## src/hdl/tcw_pkg.sv

```systemverilog
// Shared types and constants for the text console writer.
package tcw_pkg;

    localparam logic [1:0] OP_PUT   = 2'd0;
    localparam logic [1:0] OP_READ  = 2'd1;
    localparam logic [1:0] OP_CLEAR = 2'd2;

    localparam logic [7:0]  CHAR_NEWLINE = 8'd10;
    localparam logic [7:0]  CHAR_RETURN  = 8'd13;
    localparam logic [7:0]  ATTR_RESET   = 8'h0F;
    localparam logic [15:0] RESET_CELL   = 16'h0F00;
    localparam logic [15:0] ZERO_CELL    = 16'h0000;

    typedef struct packed {
        logic [1:0] op;
        logic [7:0] char_code;
        logic [4:0] read_row;
        logic [6:0] read_col;
    } t_in_word;

    typedef struct packed {
        logic [15:0] cell_data;
        logic [4:0]  cursor_row;
        logic [6:0]  cursor_col;
        logic        scrolled;
    } t_out_word;

    typedef enum logic [2:0] {
        K_NOP,
        K_PUT,
        K_NEWLINE,
        K_RETURN,
        K_READ,
        K_CLEAR
    } t_kind;

    typedef struct packed {
        t_kind      kind;
        logic [7:0] char_code;
        logic       rd_ok;
        logic [4:0] read_row;
        logic [6:0] read_col;
    } t_cmd;

endpackage

```

## src/hdl/tcw_front.sv

```systemverilog
// Front end: accepts input words and classifies them into back-end commands.
module tcw_front #(
    parameter int ROWS    = 25,
    parameter int COLUMNS = 80
) (
    input  logic              i_valid,
    output logic              o_stall,
    input  tcw_pkg::t_in_word i_word,
    input  logic              i_full,
    output logic              o_push,
    output tcw_pkg::t_cmd     o_cmd
);
    import tcw_pkg::*;

    assign o_stall = i_full;
    assign o_push  = i_valid && !i_full;

    always_comb begin
        o_cmd.char_code = i_word.char_code;
        o_cmd.read_row  = i_word.read_row;
        o_cmd.read_col  = i_word.read_col;
        o_cmd.rd_ok     = (32'(i_word.read_row) < ROWS) && (32'(i_word.read_col) < COLUMNS);
        case (i_word.op)
            OP_PUT: begin
                if (i_word.char_code == CHAR_NEWLINE) begin
                    o_cmd.kind = K_NEWLINE;
                end else if (i_word.char_code == CHAR_RETURN) begin
                    o_cmd.kind = K_RETURN;
                end else begin
                    o_cmd.kind = K_PUT;
                end
            end
            OP_READ:  o_cmd.kind = K_READ;
            OP_CLEAR: o_cmd.kind = K_CLEAR;
            default:  o_cmd.kind = K_NOP;
        endcase
    end

endmodule

```

## config.mk

```make
export PLATFORM = sky130hd
export DESIGN_NAME = tcw_front
export DESIGN_NICKNAME = d
export VERILOG_FILES = /design/src/hdl/tcw_pkg.sv /design/src/hdl/tcw_front.sv
export SDC_FILE = /design/constraint.sdc
export NUM_CORES = 1
export LEC_CHECK = 0
export BUFFER_PORTS_ARGS = -buffer_cell sky130_fd_sc_hd__buf_2
export CAP_MARGIN = 15
export CORE_AREA = 3 3 40 42
export DETAILED_ROUTE_END_ITERATION = 8
export DIE_AREA = 0 0 43 45
export GPL_TIMING_DRIVEN = 1
export PLACE_DENSITY_LB_ADDON = 0.2
export SETUP_SLACK_MARGIN = 0.2
export SLEW_MARGIN = 25
export SYNTH_ARGS = -nofsm -noshare
export SYNTH_HDL_FRONTEND = slang
export SYNTH_SLANG_ARGS = --single-unit
export TNS_END_PERCENT = 100
```

## constraint.sdc

```tcl
create_clock -name vclk -period 1.3
set_clock_uncertainty 0.2 [all_clocks]
set_input_delay 0.065 -clock vclk [all_inputs]
set_output_delay 0.065 -clock vclk [all_outputs]
set_load 0.01 [all_outputs]
```

**Word-level counts from Yosys, hierarchy flattened**

Index checks and enable logic that the tools add are counted.

- Flip-flop bits (word level): 0
- Output and inout bits: 26
- Input port bits: 24

- Equality and inequality tests: 4
- Reductions and logical operators: 4
- $lt $le $gt $ge: 2
- Multiplexer cells: 3

Operators by type and width:

| operator | number |
|---|---|
| $eq A8 B4 Y1 const B | 2 |
| $pmux W3 S3 | 1 |
| $lt A7 B7 Y1 const B | 1 |
| $lt A5 B5 Y1 const B | 1 |
| $mux W2 | 2 |
| $eq A2 B1 Y1 const B | 1 |
| $eq A2 B2 Y1 const B | 1 |
| $logic_and A1 B1 Y1 | 2 |
| $logic_not A2 Y1 | 1 |
| $logic_not A1 Y1 | 1 |

**Depth between registers and ports, before layout**

Gate-level depths: netlist of the first run.

- Depth in word-level cells: 4
- Mapped depth: 5
- Depth with buffers taken out: 5

**Worst setup path after synthesis of the first run**

OpenSTA, ideal clock, no wires.

- Path type: input to output
- From: input i_word[12] (netlist bit)
- To: output o_cmd[22] (netlist bit)
- Stages on the path: 2
- Arrival time: 932 ps
- Path slack: 103 ps
- Buffers on the path: 0
- Required time: 1,035 ps
- Cells stage by stage: or3b_1 -> a2111oi_2

RTL lines:

| item | RTL line | text |
|---|---|---|
| start, declared | tcw_front.sv:8 | `input tcw_pkg::t_in_word i_word,` |
| end, declared | tcw_front.sv:11 | `output tcw_pkg::t_cmd o_cmd` |

==> impl_metrics.json, run 1 <==
{
  "status": "complete, no violations",
  "synth_nets": 64,
  "final_common_cell": "buf_2",
  "setup_viol": 0,
  "seq_area_frac_synth_pct": 0,
  "fin_crit_sh_pct": 100,
  "cp.arrival_ns": 1.03,
  "startpoint": "i_word[14]",
  "fin_crit_ns": 1.30,
  "drtIter0Drc": 3,
  "drv_slew": 0,
  "max-vdd-ir-drop_uv": 101,
  "first_pass_iters": 2,
  "synth_fa_ha_area_share_pct": 8.93,
  "nFlopsAndLatches": 0,
  "initial_core_util_pct": 21.8,
  "synth_xor_area_share_pct": 0,
  "hpwl_um": 768,
  "start_kind": "primary input",
  "final_cells": 81,
  "p_leak_uw": 0.000260,
  "rsz0062_at_grt": "yes",
  "seqPwrFrac_pct": 0,
  "die_x_um": 43,
  "power.density_nw_per_um2": 330,
  "worst_pin_slew_ns": 0.237,
  "utilization_pct": 37.2,
  "hold_viol_final": 0,
  "p_sw_uw": 73.1,
  "vias": 344,
  "holdCritStartpoint": "i_word[18]",
  "syn_area_per_cell_um2": 7.38,
  "fp.dieH_um": 45,
  "synth_compound_area_share_pct": 15.6,
  "p_sw_share_pct": 46.3,
  "grt-ovfl-total": 0,
  "core_um2": 1280,
  "first_global_vias": 331,
  "grt_pass1_wl_um": 1210,
  "yosysWarnings": 0,
  "ff_latch_area_um2": 0,
  "slew_headroom_pct": 84.2,
  "fillers": 134,
  "final_nets": 94,
  "gp_congestion": 0.707,
  "muxShareOfSynthArea_pct": 0,
  "track_usage_pct": 7.79,
  "synth-simple-area-share_pct": 15.2,
  "power.share.clock_pct": 0,
  "syn_inst": 38,
  "dieArea_um2": 1940,
  "finalWirelength_um": 874,
  "clock_buffers": 0,
  "antenna_found_initial": 0,
  "synth_top_family_by_area": "buffers and inverters",
  "layout_common_cells": "buf_2 (37), buf_6 (5), dlygate4sd3_1 (4)",
  "min_path_type": "primary input to primary output",
  "grt_use_met3_pct": 1.20,
  "synth_area_um2": 280,
  "drv_cap": 0,
  "multi_input_area_um2": 144,
  "port_buffers": 42,
  "end_kind": "primary output",
  "power_frac_comb_pct": 100.0,
  "drc": 0,
  "top_usage_layer": "met2",
  "met1_usage_pct": 7.38,
  "dp.cells": 76,
  "use_met2_pct": 18.0,
  "rows": 13,
  "antenna_cells": 0,
  "path_class": "primary input to primary output",
  "post_drt_wl_per_cell_um": 10.8,
  "area_growth_pct": 70.5,
  "critPathRequiredTime_ns": 1.03,
  "critPathMaxFanout": 2,
  "ys_types": 15,
  "final_antenna_net_count": 0,
  "io_pins": 50,
  "clock.fmax_mhz": 770,
  "grt_max_degree": 6,
  "layout-drive-gt1-share_pct": 75.8,
  "internal-power_uw": 84.7,
  "routed_via_density": 4.25
}
==> critical path, stage by stage <==
cell and delay (ns):
buf_6 0.09, or3b_4 0.41, a2111oi_4 0.29, buf_2 0.18
==> cell families after synthesis <==
group,Yosys count
AO/OA/AOI/OAI,5
AND/OR/NAND/NOR,7
adder cells (fa/ha/maj),2
buffers and inverters,24
==> per-stage QoR <==
stage               power (uW)  hold slack [ns]  area, um2  setup TNS, ns  setup WS (ns)
floorplan                 96.2          -0.0236        295              0          0.222
global placement           125          -0.0698        382        -0.0454        -0.0232
detailed placement         125          -0.0698        382        -0.0557        -0.0439
CTS                        150            0.116        453        -0.0122        -0.0122
global route               170            0.127        478        -0.0510        -0.0499
finish                     158            0.126        478              0       0.000500
==> path summary, 6_finish.rpt <==
check | to | slack [ns] | depth (start not counted)
hold / removal | o_cmd[19] | 0.13 | 2
setup / recovery | o_cmd[22] | 0.0005 | 4
==> cell type report <==
cell class,count,share of cell area [%]
inverters,3,2.36
multi-input cells,14,30.1
repair buffers,49,63.6
well taps,15,3.93
==> power groups by stage <==
| stage | sequential (uW) | combinational (uW) | clock (uW) |
|---|---|---|---|
| after CTS | 0 | 150 | 0 |
| after detailed placement | 0 | 125 | 0 |
| final | 0 | 158 | 0 |
| after global placement | 0 | 125 | 0 |
| after global routing | 0 | 170 | 0 |
| after floorplan | 0 | 96.2 | 0 |
==> metal layers <==
layer | routed length, um | vias to the layer above
li1 | - | 161
met1 | 265 | 141
met2 | 423 | 42
met3 | 185 | 0
met4 | 0 | 0
met5 | 0 | -
==> synthesized netlist by cell type (all sizes together) <==
| cell | count | share of area (%) |
|---|---|---|
| o31a | 1 | 3.6 |
| inv | 3 | 4.0 |
| and2 | 1 | 2.2 |
| nor2b | 1 | 2.2 |
| or3b | 1 | 3.1 |
| ha | 2 | 8.9 |
| a2111oi | 1 | 5.4 |
| o21ai | 1 | 1.8 |
| buf | 21 | 56 |
| o311ai | 1 | 3.1 |
| a21oi | 1 | 1.8 |
| nand3b | 1 | 2.7 |
| nand2 | 1 | 1.3 |
| nor4 | 1 | 2.2 |
| nor2 | 1 | 1.3 |
==> what timing repair did <==
action	in CTS	in global routing
resized for setup	5	4
endpoints found under the setup margin	2	3
pin swaps	5	3
setup buffers	0	1
endpoints found under the hold margin	4	0
hold buffers	4	0
(Power assumes the default switching activity.)
==> run 2, diff against run 1 <==
--- a/config.mk
+++ b/config.mk
@@ -12,6 +12,7 @@
 export DIE_AREA = 0 0 43 45
 export GPL_TIMING_DRIVEN = 1
 export PLACE_DENSITY_LB_ADDON = 0.2
+export REMOVE_ABC_BUFFERS = 1
 export SETUP_SLACK_MARGIN = 0.2
 export SLEW_MARGIN = 25
 export SYNTH_ARGS = -nofsm -noshare
==> impl_metrics.json, run 2 (synthesis results as in run 1) <==
{
  "track_usage_pct": 8.29,
  "final_common_cell": "buf_2",
  "dieArea_um2": 1940,
  "routed_via_density": 4.03,
  "critPathMaxFanout": 3,
  "max-vdd-ir-drop_uv": 109,
  "fin_crit_ns": 1.30,
  "setup_slack_ns": 0.00182,
  "nFlopsAndLatches": 0,
  "ff_latch_area_um2": 0,
  "final_antenna_net_count": 0,
  "layout_common_cells": "buf_2 (37), dlygate4sd3_1 (4), buf_6 (4)",
  "die_x_um": 43,
  "io_pins": 50,
  "critPathRequiredTime_ns": 1.03,
  "drv_slew": 0,
  "end_kind": "primary output",
  "drtIter0Drc": 1,
  "pre_cts_ws_ns": -0.0881,
  "cp.arrival_ns": 1.03,
  "slew_headroom_pct": 85.6,
  "layout-drive-gt1-share_pct": 75.4,
  "setup_viol": 0,
  "initial_core_util_pct": 21.8,
  "drv_cap": 0,
  "area_growth_pct": 69.2,
  "port_buffers": 42,
  "vias": 322,
  "finalWirelength_um": 907,
  "finalPower_uw": 156,
  "final_nets": 93,
  "post_drt_wl_per_cell_um": 11.3,
  "rsz0062_at_grt": "yes",
  "holdCritStartpoint": "i_word[12]",
  "startpoint": "i_word[12]",
  "path_class": "primary input to primary output",
  "drc": 0,
  "first_global_vias": 287,
  "clock_buffers": 0,
  "power.density_nw_per_um2": 330,
  "first_pass_iters": 2,
  "clock.fmax_mhz": 770,
  "fp.dieH_um": 45,
  "gp_congestion": 0.733,
  "status": "complete, no violations",
  "grt-ovfl-total": 0,
  "start_kind": "primary input",
  "final_cell_area_um2": 474,
  "worst_pin_slew_ns": 0.213,
  "core_um2": 1280,
  "min_path_type": "primary input to primary output",
  "antenna_found_initial": 0,
  "antenna_cells": 0,
  "hold_viol_final": 0,
  "hold_ws_ns": 0.119,
  "rows": 13,
  "p_leak_uw": 0.000256,
  "dpl-instance-area_um2": 359,
  "grt_pass1_wl_um": 1270,
  "grt_max_degree": 6,
  "fin_crit_sh_pct": 99.9
}
[run 2: cell types whose count changed in the layout (fill, tap and decap cells not counted), sizes merged]
| cell | before | now |
|---|---|---|
| buf | 45 | 44 |
[run 2: path summary, 6_finish.rpt]
check             slack (ns)   endpoint  cells past startpoint
setup / recovery       0.002  o_cmd[22]                      4
hold / removal          0.12  o_cmd[13]                      2
[run 2: layout make-up]
class | instances | area [um2]
fillers | 140 | 811
inverters | 3 | 11.3
repair buffers | 48 | 300
well taps | 15 | 18.8
multi-input cells | 14 | 144
[run 2: worst max-delay path: stages]
cell	delay [ns]
buf_6	0.09
or3b_4	0.41
a2111oi_4	0.29
buf_2	0.18
[run 2: power breakdown]
part	internal (uW)	switching, uW
clock	0	0
sequential	0	0
combinational	84.1	72.3
[run 2: stage by stage]
stage / utilization (%) / cells / setup TNS, ns
after floorplan: - / 17 / 0
after CTS: 35.5 / 79 / 0
final: 36.9 / 80 / 0
after global placement: 27.9 / 75 / -0.0863
after global routing: 36.9 / 80 / -0.0639
after detailed placement: 27.9 / 75 / -0.102
[run 2: metal layers]
layer / up-vias / global-route usage (%) / wire length [um]
met5: - / 0 / 0
met4: 0 / 0 / 0
met3: 0 / 0.797 / 109
met2: 20 / 18.9 / 542
met1: 142 / 8.33 / 256
li1: 160 / - / -
[run 2: what timing repair did]
action	4_1_cts	5_1_grt
pin swaps	5	4
endpoints found under the setup margin	2	3
setup buffers	0	1
hold buffers	4	0
endpoints found under the hold margin	4	0
resized for setup	9	3
