### src/hdl/tcw_pkg.sv
// Shared types and constants for the text console writer.
package tcw_pkg;

    localparam logic [1:0] OP_PUT   = 2'd0;
    localparam logic [1:0] OP_READ  = 2'd1;
    localparam logic [1:0] OP_CLEAR = 2'd2;

    localparam logic [7:0]  CHAR_NEWLINE = 8'd10;
    localparam logic [7:0]  CHAR_RETURN  = 8'd13;
    localparam logic [7:0]  ATTR_RESET   = 8'h0F;
    localparam logic [15:0] RESET_CELL   = 16'h0F00;
    localparam logic [15:0] ZERO_CELL    = 16'h0000;

    typedef struct packed {
        logic [1:0] op;
        logic [7:0] char_code;
        logic [4:0] read_row;
        logic [6:0] read_col;
    } t_in_word;

    typedef struct packed {
        logic [15:0] cell_data;
        logic [4:0]  cursor_row;
        logic [6:0]  cursor_col;
        logic        scrolled;
    } t_out_word;

    typedef enum logic [2:0] {
        K_NOP,
        K_PUT,
        K_NEWLINE,
        K_RETURN,
        K_READ,
        K_CLEAR
    } t_kind;

    typedef struct packed {
        t_kind      kind;
        logic [7:0] char_code;
        logic       rd_ok;
        logic [4:0] read_row;
        logic [6:0] read_col;
    } t_cmd;

endpackage

### src/hdl/tcw_fifo.sv
// Two-entry command queue between the front and back ends.
module tcw_fifo (
    input  logic          i_clk,
    input  logic          i_rst_n,
    input  logic          i_push,
    input  tcw_pkg::t_cmd i_cmd,
    input  logic          i_pop,
    output tcw_pkg::t_cmd o_cmd,
    output logic          o_full,
    output logic          o_empty
);
    import tcw_pkg::*;

    t_cmd       r_slot [2];
    logic       r_wp, n_wp;
    logic       r_rp, n_rp;
    logic [1:0] r_count, n_count;

    assign o_cmd   = r_slot[r_rp];
    assign o_full  = (r_count == 2'd2);
    assign o_empty = (r_count == 2'd0);

    always_comb begin
        n_wp    = r_wp ^ i_push;
        n_rp    = r_rp ^ i_pop;
        n_count = r_count + {1'b0, i_push} - {1'b0, i_pop};
    end

    always_ff @(posedge i_clk) begin
        if (!i_rst_n) begin
            r_wp    <= 1'b0;
            r_rp    <= 1'b0;
            r_count <= 2'd0;
        end else begin
            r_wp    <= n_wp;
            r_rp    <= n_rp;
            r_count <= n_count;
        end
    end

    always_ff @(posedge i_clk) begin
        if (i_push) begin
            r_slot[r_wp] <= i_cmd;
        end
    end

endmodule

### config.mk
export PLATFORM = sky130hd
export DESIGN_NAME = tcw_fifo
export DESIGN_NICKNAME = d
export VERILOG_FILES = /design/src/hdl/tcw_pkg.sv /design/src/hdl/tcw_fifo.sv
export SDC_FILE = /design/constraint.sdc
export NUM_CORES = 1
export LEC_CHECK = 0
export BUFFER_PORTS_ARGS = -buffer_cell sky130_fd_sc_hd__buf_2
export CAP_MARGIN = 10
export CORE_UTILIZATION = 40
export DETAILED_ROUTE_END_ITERATION = 16
export HOLD_SLACK_MARGIN = 0.08
export SYNTH_ARGS = -nofsm -noshare
export SYNTH_HDL_FRONTEND = slang
export SYNTH_SLANG_ARGS = --single-unit
### constraint.sdc
create_clock -name i_clk -period 1.8 [get_ports i_clk]
set_input_delay 0.18 -clock i_clk [delete_from_list [all_inputs] [get_ports i_clk]]
set_output_delay 0.18 -clock i_clk [all_outputs]
set_load 0.02 [all_outputs]
* Word-level counts from Yosys, hierarchy flattened
Memories as Yosys holds them, arrays and structs flattened. A register that Yosys moved wholly into a read port is not among the register bits. Cells that the tools add are included.
Word-level totals: flip-flop bits (word level) 4, RAM bits 48, bits of input ports 28, output and inout port bits 26, logic and storage cells 13, memories 1
Cells by class: add/subtract/negate cells 2, equality and inequality tests 1, multiplexer cells 3, bitwise gates (word level) 2, reductions and logical operators 1
Memory list:
- r_slot | words 2, bits a word 24, read ports 1, clocked after Yosys merged registers in 1, write ports 1, line tcw_fifo.sv:14 | t_cmd r_slot [2];
Operators with widths (number):
- 2-to-1 mux 1 bit | 3
- adder 2 x 1 -> 2 bit | 1
- == test 2 bit, second input constant | 1
- zero test 2 bit | 1
- subtractor 2 x 1 -> 2 bit | 1
- XOR 1 bit | 2

* Depth between registers and ports, before layout
Gate-level depths: netlist (run 1).
word-level depth 2, gate-level depth with buffers 6, depth with buffers taken out 6

* Worst setup path before layout (run 1)
Ideal clock, no wire load.
path type register to register, start point register r_wp, end point memory r_slot[0][0] (netlist bit), enable pin, library setup time 383 ps, data arrival time 986 ps, data required time 1417 ps, path slack 431 ps, cell stages (with the launch flop) 3, cells stage by stage dfxtp_1 > inv_1 > ha_1
RTL lines:
- start, declared | line tcw_fifo.sv:15 | logic r_wp, n_wp;
- start signal, assigned | line tcw_fifo.sv:35 | r_wp <= n_wp;
- end, declared | line tcw_fifo.sv:14
No word-level cell before the write port.

==> results.md, run 1 <==
- Sequential fraction of the synthesis area: 0.7440
- Global router's overall resource usage: 0.1337
- Syn-to-layout area delta: 32.55%
- Fmax: about 620 MHz
- Commonest non-fill, non-tap cell in the layout: buf_2
- Sink Count: 53
- Die width: approximately 74 um
- Cell Pwr Density: a little over 900 mW/mm^2
- Drt drc: 0
- Final period utilization: 0.9017
- Crit start category: flip-flop
- Clock Latency Late Sink: about 290 ps
- Global-route wire length before repair: 5.250 mm
- HP Class: in -> reg
- Site Rows: 25
- Tmin final: around 1600 ps
- Synth Cell Area: 0.002072 mm^2
- Most frequent cells in the layout: buf_2 (53), edfxtp_1 (48), dlygate4sd3_1 (24)
- Vias post-DR: around 1,100
- Number of antenna-violating nets in the routed design: 0
- Die Ht: between 70 and 80 um
- Max IR drop VDD: 0.4449 mV
- TritonRoute pass-1 iters: 4
- Fin. Hold Viols: 0
- Placer Congestion: 0.6402
- Crit end category: output pin
- Initial Util: 0.4274
- CTS clock-pin slew for the worst setup and hold paths: 90 ps
- Skew final: between 8 and 9 ps
- Cts bufs inserted: 5
- Crit Path Max Fanout: 7
- Total congestion overflow: 0
- Vias in the first global route: between 1,000 and 1,500
- Die ar.: about 0.0055 mm^2
- Register-to-Register Path Depth: 6
- CP required: 1620 ps
- Final nets: 216
- Post-Syn Instances: 96
- Diodes inserted: 0
- Worst Setup EP: o_cmd[2]
- CP arrival: 1440 ps
- Final hold slack: approximately 130 ps
- Share of cells above drive strength 1: 0.4973
- Synth top area cells: edfxtp_1 (70%), mux2_4 (14%), dfxtp_1 (4.8%)
- # IOs: 54
- RSZ-0062 raised after global routing: no
- Flop-to-flop setup slack: roughly 560 ps
- Placed wire-length estimate: approximately 2.3 mm
- Max cap viols: 0
- Syn. warnings: 0
- Worst-margin pin slew: 230.4 ps
- Average routed wire per standard cell: 13.34 um
- Core area: 0.004848 mm^2
- WL final: between 3 and 4 mm
- Share of the synthesized area in the top cell type: 0.6957
- Relative slew slack: 0.8464
- H-tree depth: 2
- Initial antenna violation count: 0
- #FFs+latches synth: between 50 and 60
- Reg2reg start: r_count[0]$_SDFF_PN0_
- Syn Area/Cell: roughly 22 um^2
- Top cell type by total area after synthesis: edfxtp_1
- Clk buf depth: 2
- Syn Nets: ~130
- Clk root buf: clkbuf_8
- Setup TNS: 0 ps
- # setup viols final: 0
- Netlist cell types: 13
- Max-slew violation count: 0
- Run status: completed
- Initial DRC Count: 55
- Port Buffers: 53
- Kind of critical path: reg -> out
- Reg-to-Reg End: r_count[1]$_SDFF_PN0_
- Largest net degree at the start of global routing: 17
- CTS tree: yes
- Post-DR vias/cell: roughly 4.3
- Leak: 1.124 nW
[synth_stat cells]
cell type,number
dfxtp_1,5
mux2_2,4
ha_1,4
inv_1,3
nor2b_1,3
mux2_4,20
edfxtp_1,48
and2_1,3
xnor3_1,1
xor2_1,1
nor2_1,1
buf_12,2
buf_6,1
[cells by family after synthesis]
| family | after synthesis | synth area share |
|---|---|---|
| adder cells (fa/ha/maj) | 4 | 0.02416 |
| AND/OR/NAND/NOR | 7 | 0.01993 |
| buffers and inverters | 6 | 0.03019 |
| XOR/XNOR | 2 | 0.01510 |
| multiplexers | 24 | 0.1667 |
| flip-flops | 53 | 0.7440 |
[sequential cells by signal, summed over array words and instances (netlist names), named ones only]
| register | cells |
|---|---|
| r_rp | 1 |
| r_count | 2 |
| r_wp | 1 |
| r_slot | 48 |
[worst min-delay path by stage]
stage	from	end	depth (start not counted)
3_3_place_gp	i_cmd[13]	r_slot[0][13]$_DFFE_PP_	1
4_1_cts	i_rst_n	flip-flop	2
6_report	i_rst_n	flip-flop	2
3_5_place_dp	i_cmd[15]	r_slot[0][15]$_DFFE_PP_	1
5_1_grt	i_rst_n	flip-flop	2
2_1_floorplan	i_cmd[0]	r_slot[0][0]$_DFFE_PP_	0
[stage by stage]
step | util | total power, mW | setup slack (ps) | cell area [um^2] | cells
CTS | 0.5662 | 2.597 | 13.12 | 2745 | 252
finish | 0.5665 | 2.560 | 176.9 | 2746 | 252
global route | 0.5665 | 2.683 | 101.6 | 2746 | 252
floorplan | - | 1.802 | 431.5 | 2072 | 96
global placement | 0.4996 | 1.920 | 378.9 | 2422 | 220
detailed placement | 0.4996 | 1.935 | 351.5 | 2422 | 220
[critical path, stage by stage, from the launching register on]
cell and delay (ps):
dfxtp_2 430, buf_4 220, mux2_2 340, buf_2 160
[cell type report]
class	instances	area (um^2)
timing repair buffer	84	558.0
multi-input combinational	37	467.9
clock buffer	6	72.57
fill	402	2102
inverter	3	11.26
tap	67	83.83
clock inverter	2	10.01
sequential	53	1543
[report_power, final]
group	switching (mW)	total [mW]	internal, mW
Sequential	0.0317	1.46	1.43
Clock	0.351	0.621	0.270
Combinational	0.231	0.475	0.244
[layer usage]
metal,GRT usage,share of wire,up-vias
met5,0,0,-
li1,-,-,534
met3,0.04065,0.043,2
met4,0.04487,0.0071,0
met1,0.1447,0.39,526
met2,0.2475,0.56,28
[timing repair]
item,4_1_cts,5_1_grt
endpoints found under the setup margin,0,13
buffers inserted,0,0
resized for setup,0,1
endpoints found under the hold margin,48,0
hold buffers,24,0
Note: power is estimated with default switching activity, not from simulation.
==> run 2: changes to the inputs <==
--- a/config.mk
+++ b/config.mk
@@ -5,9 +5,11 @@
 export SDC_FILE = /design/constraint.sdc
 export NUM_CORES = 1
 export LEC_CHECK = 0
+export ABC_CLOCK_PERIOD_IN_PS = 1660
 export BUFFER_PORTS_ARGS = -buffer_cell sky130_fd_sc_hd__buf_2
 export CAP_MARGIN = 10
 export CORE_UTILIZATION = 40
+export CTS_BUF_LIST = sky130_fd_sc_hd__clkbuf_8
 export DETAILED_ROUTE_END_ITERATION = 16
 export HOLD_SLACK_MARGIN = 0.08
 export SYNTH_ARGS = -nofsm -noshare
==> constraint.sdc (replaced) <==
create_clock -name i_clk -period 1.66 [get_ports i_clk]
set_input_delay 0.166 -clock i_clk [delete_from_list [all_inputs] [get_ports i_clk]]
set_output_delay 0.166 -clock i_clk [all_outputs]
set_load 0.02 [all_outputs]
==> run 2 against run 1 <==
  * Clock power grew 8.7%
  * Cell count shrank 0.40%
  * Clock skew shrank 5.6 ps
  * Worst hold slack lost 18 ps
  * Die area is the same
  * Non-clock buffer count shrank 1
==> results.md, run 2 (same netlist as run 1, synthesis figures left out) <==
- Share of cells above drive strength 1: 0.4837 (-0.01360)
- Max cap viols: 0 (unchanged)
- Initial Util: 0.4274 (unchanged)
- Skew final: 2.919 ps (-5.582 ps)
- Cell Pwr Density: 1013 mW/mm^2 (+8.6%)
- Kind of critical path: reg -> out
- Tmin final: 1582 ps
- Crit end category: output pin
- Clk root buf: clkbuf_8
- CP arrival: 1420 ps (-20 ps)
- Global router's overall resource usage: 0.1347 (+0.001021)
- Commonest non-fill, non-tap cell in the layout: buf_2
- Placed wire-length estimate: 2.262 mm (-2.0%)
- Leak: 1.116 nW (-0.65%)
- Die ar.: 0.005472 mm^2 (unchanged)
- Final Util: 0.5644 (-0.002065)
- Max IR drop VDD: 0.5051 mV (+14%)
- Largest net degree at the start of global routing: 16 (-1)
- Setup WS post-layout: 77.75 ps (-99.11 ps)
- Vias post-DR: 1,106 (+1.5%)
- Site Rows: 25 (unchanged)
- Final period utilization: 0.9532
- Initial DRC Count: 53 (-3.6%)
- Average routed wire per standard cell: 13.11 um (-1.7%)
- Multi-input combinational cell area: 467.9 um^2 (unchanged)
- Total congestion overflow: 0 (unchanged)
- CP required: 1490 ps (-130 ps)
- Diodes inserted: 0 (unchanged)
- Placer Congestion: 0.6382 (-0.31%)
- WL final: 3.291 mm (-2.1%)
- Fin. Hold Viols: 0 (unchanged)
- Syn-to-layout area delta: 32.07%
- Sink Count: 53 (unchanged)
- Cts bufs inserted: 5 (unchanged)
- Die Ht: 73.97 um (unchanged)
- Initial antenna violation count: 0 (unchanged)
- Clk buf depth: 2 (unchanged)
- Worst-margin pin slew: 235.1 ps (+4.674 ps)
- Drt drc: 0 (unchanged)
- # IOs: 54 (unchanged)
- Number of antenna-violating nets in the routed design: 0 (unchanged)
- Final nets: 215 (-0.46%)
- DP Worst Slack: 403.6 ps (+52.12 ps)
- Postcts setup bufs: 0 (unchanged)
- CTS clock-pin slew for the worst setup and hold paths: 80 ps (about the same)
- Regs by FF count: r_slot x48, r_count x2
- TritonRoute pass-1 iters: 4 (unchanged)
- Post-DR vias/cell: 4.406 (+1.9%)
- RSZ-0062 raised after global routing: no
- Most flops, register: r_slot
- H-tree depth: 2 (unchanged)
- Fmax: about 630 MHz
- Setup TNS: 0 ps (unchanged)
- CTS tree: yes
- Relative slew slack: 0.8433 (-0.003116)
- Port Buffers: 53 (unchanged)
- Clock Latency Late Sink: 300 ps (about the same)
- Fill cell count: 384 (-4.5%)
- Run status: completed
- Total chip power: 2.772 mW (+8.3%)
- Placed inst area: 0.002415 mm^2 (-0.31%)
- Max-slew violation count: 0 (unchanged)
- Crit Path Max Fanout: 13 (+6)
- Die width: 73.97 um (unchanged)
- Final instance area: 0.002736 mm^2 (-0.36%)
- Core area: 0.004848 mm^2 (unchanged)
- Crit start category: flip-flop
- Number of flip-flops in the largest register: 48 (unchanged)
- Global-route wire length before repair: 5.175 mm (-1.4%)
- HP Class: in -> reg
- Vias in the first global route: 1,178 (-0.59%)
- Most frequent cells in the layout: buf_2 (53), edfxtp_1 (48), dlygate4sd3_1 (24)
- # setup viols final: 0 (unchanged)
- Sequential Area: 0.001541 mm^2 (about the same)
-- run 2: cell types whose count changed in the layout (fill, tap and decap cells not counted) --
cell / delta
buf_4: -1
dfxtp_2: -1
clkinv_1: +2
clkbuf_1: -1
dfxtp_1: +1
clkinv_2: -1
-- run 2: layout make-up --
type,instances,share of cell area
Sequential cell,53,0.5633
Clock buffer,5,0.02515
Tap cell,67,0.03064
Timing Repair Buffer,83,0.2012
Inverter,3,0.004115
Clock inverter,3,0.004572
Multi-Input combinational cell,37,0.1710
-- run 2: timing repair --
| action | CTS | global route |
|---|---|---|
| resized for setup | 0 | 0 |
| hold buffers | 24 | 0 |
| hold endpoints to repair | 48 | 0 |
| setup endpoints to repair | 0 | 0 |
-- run 2: per-layer routing --
layer / vias to the layer above / wire, um / GRT usage
met5: - / 0 / 0
met4: 0 / 59 / 0.05983
met3: 6 / 137 / 0.04607
met2: 28 / 1779 / 0.2354
met1: 539 / 1315 / 0.1489
li1: 533 / - / -
-- run 2: final timing paths --
| check | end | depth (start not counted) | slack [ps] | startpoint |
|---|---|---|---|---|
| setup / recovery | o_cmd[0] | 3 | 80 | flip-flop |
| hold / removal | flip-flop | 2 | 120 | i_rst_n |
| setup reg to reg | r_count[1]$_SDFF_PN0_ | 6 | 410 | r_count[0]$_SDFF_PN0_ |
| hold reg to reg | r_wp$_SDFF_PN0_ | 3 | 560 | r_wp$_SDFF_PN0_ |
-- run 2: power by group --
part	internal [mW]	switching (mW)
registers	1.55	0.0304
logic	0.262	0.252
clock network	0.285	0.390
total	2.10	0.672
-- run 2: metrics by stage --
stage | instances | hold slack [ps]
floorplan | 96 | 264.9
global placement | 219 | 353.9
detailed placement | 219 | 357.1
CTS | 251 | 102.9
global route | 251 | 125.9
finish | 251 | 115.3
-- run 2: worst max-delay path: stages, from the launching register on --
cell	delay, ps
dfxtp_1	330
buf_4	250
mux2_2	370
buf_2	160
==> run 3: changes to the inputs <==
--- a/config.mk
+++ b/config.mk
@@ -12,6 +12,7 @@
 export CTS_BUF_LIST = sky130_fd_sc_hd__clkbuf_8
 export DETAILED_ROUTE_END_ITERATION = 16
 export HOLD_SLACK_MARGIN = 0.08
+export PLACE_DENSITY = 0.7
 export SYNTH_ARGS = -nofsm -noshare
 export SYNTH_HDL_FRONTEND = slang
 export SYNTH_SLANG_ARGS = --single-unit
==> run 3 against run 2 <==
  * Total power rose by 5.0%
  * Combinational power about the same
  * Clock skew grew 0.68 ps
  * Count of clock-buffer cells in the layout did not move
  * Non-clock buffer count unchanged
  * Critical path depth unchanged
  * Core utilization increased by 0.52 points
  * Clock power grew 20%
  * Routed wire length barely moved
  * Sequential share of layout area decreased by 0.51 points
  * Largest power group unchanged
  * Setup slack gained 29 ps
==> results.md, run 3 (same netlist as run 1, synthesis figures left out) <==
- CTS clock-pin slew for the worst setup and hold paths: 80 ps (about the same)
- Skew final: 3.598 ps (+0.6799 ps)
- Regs by FF count: r_slot x48, r_count x2
- Register-to-Register Path Depth: 6 (unchanged)
- Final nets: 215 (unchanged)
- Drt drc: 0 (unchanged)
- Die Ht: 73.97 um (unchanged)
- Final Util: 0.5695 (+0.005161)
- Max-slew violation count: 0 (unchanged)
- Initial DRC Count: 29 (-45%)
- Total congestion overflow: 0 (unchanged)
- WL final: 3.293 mm (about the same)
- HP Start: i_rst_n
- Final period utilization: 0.9358 (-0.01735)
- Tmin final: 1553 ps (-28.80 ps)
- Site Rows: 25 (unchanged)
- Die width: 73.97 um (unchanged)
- Initial antenna violation count: 0 (unchanged)
- Kind of critical path: reg -> out
- Setup WS post-layout: 106.5 ps (+28.80 ps)
- Core area: 0.004848 mm^2 (unchanged)
- Clk buf depth: 2 (unchanged)
- Crit-path cells: buf_4, mux2_2, buf_2
- Reg-to-Reg End: r_count[1]$_SDFF_PN0_
- Clk root buf: clkbuf_8
- Leak: 1.130 nW (+1.3%)
- Fin. Hold Viols: 0 (unchanged)
- Cell Pwr Density: 1054 mW/mm^2 (+4.1%)
- Initial Util: 0.4274 (unchanged)
- Commonest non-fill, non-tap cell in the layout: buf_2
- HP Class: in -> reg
- Flop-to-flop setup slack: 420 ps (about the same)
- # IOs: 54 (unchanged)
- TritonRoute pass-1 iters: 4 (unchanged)
- CTS tree: yes
- Number of antenna-violating nets in the routed design: 0 (unchanged)
- Vias post-DR: 1,100 (-0.54%)
- Relative slew slack: 0.8468 (+0.003534)
- Postcts setup bufs: 0 (unchanged)
- Worst hold stages: 2 (unchanged)
- Sink Count: 53 (unchanged)
- DP Worst Slack: 412.4 ps (+8.775 ps)
- Final hold slack: 132.9 ps (+17.53 ps)
- Slowest-stage cell, CP: mux2_2
- Syn-to-layout area delta: 33.27%
- Number of flip-flops in the largest register: 48 (unchanged)
- Placer Congestion: 0.6289 (-1.5%)
- Largest net degree at the start of global routing: 16 (unchanged)
- Worst Hold Endpoint: r_rp$_SDFF_PN0_
- Max IR drop VDD: 0.5702 mV (+13%)
- Most frequent cells in the layout: buf_2 (53), edfxtp_1 (48), dlygate4sd3_1 (24)
- Average routed wire per standard cell: 13.12 um (about the same)
- Max cap viols: 0 (unchanged)
- Reg2reg start: r_count[0]$_SDFF_PN0_
- Crit start category: flip-flop
- Most flops, register: r_slot
- Global router's overall resource usage: 0.1306 (-0.004170)
- Post-DR vias/cell: 4.382 (-0.54%)
- Share of cells above drive strength 1: 0.4837 (unchanged)
- Global-route wire length before repair: 5.078 mm (-1.9%)
- Die ar.: 0.005472 mm^2 (unchanged)
- Crit end category: output pin
- CP required: 1490 ps (about the same)
- RSZ-0062 raised after global routing: no
- Diodes inserted: 0 (unchanged)
- CP peak stage delay: 360 ps (about the same)
- Crit Path Max Fanout: 12 (-1)
- Vias in the first global route: 1,142 (-3.1%)
- # setup viols final: 0 (unchanged)
- CP arrival: 1390 ps (-30 ps)
- Fmax: 643.7 MHz (+1.9%)
- Port Buffers: 53 (unchanged)
- Clock Latency Late Sink: 290 ps (about the same)
- Run status: completed
- Worst-margin pin slew: 229.8 ps (-5.301 ps)
- Setup TNS: 0 ps (unchanged)
- Cts bufs inserted: 5 (unchanged)
- Placed wire-length estimate: 2.287 mm (+1.1%)
- H-tree depth: 2 (unchanged)
==> run 3: through the flow <==
step	cell area [um^2]	power [mW]	std cells
CTS	2761	2.951	251
global route	2761	3.046	251
global placement	2415	2.075	219
finish	2761	2.911	251
floorplan	2072	1.954	96
detailed placement	2415	2.096	219
==> run 3: worst max-delay path by stage <==
stage / start / cells after the start / slack [ps] / to
CTS: flip-flop / 3 / 80 / o_cmd[2]
floorplan: r_wp$_SDFF_PN0_ / 2 / 290 / r_slot[0][0]$_DFFE_PP_
detailed placement: flip-flop / 3 / 410 / o_cmd[2]
global route: flip-flop / 3 / 20 / o_cmd[2]
finish: flip-flop / 3 / 110 / o_cmd[2]
global placement: flip-flop / 3 / 450 / o_cmd[10]
==> run 3: final cells by class <==
type	count	area (um^2)
Timing Repair Buffer	83	550.5
Clock inverter	3	37.54
Fill cell	390	2087
Sequential cell	53	1541
Inverter	3	11.26
Multi-Input combinational cell	37	467.9
Tap cell	67	83.83
Clock buffer	5	68.82
==> run 3: routing by layer <==
layer / up-vias / wire length, um / GRT usage
met1: 515 / 1392 / 0.1504
li1: 535 / - / -
met2: 45 / 1645 / 0.2273
met4: 0 / 42 / 0.04487
met3: 5 / 212 / 0.04472
met5: - / 0 / 0
==> run 3: worst max-delay path, delay by kind of cell, from the launching register on <==
family / cells / cell delay [ps]
buffers and inverters: 2 / 400
muxes: 1 / 360
DFF: 1 / 340
==> run 3: timing repair <==
action	4_1_cts	5_1_grt
setup endpoints to repair	0	0
hold endpoints to repair	48	0
resized for setup	0	0
hold buffers	24	0
==> run 3: power by group <==
| group | switching (mW) | leakage, nW | internal (mW) |
|---|---|---|---|
| Sequential | 0.0295 | 0.492 | 1.55 |
| Clock | 0.372 | 0.0570 | 0.439 |
| Combinational | 0.255 | 0.581 | 0.262 |
| Total | 0.657 | 1.13 | 2.25 |
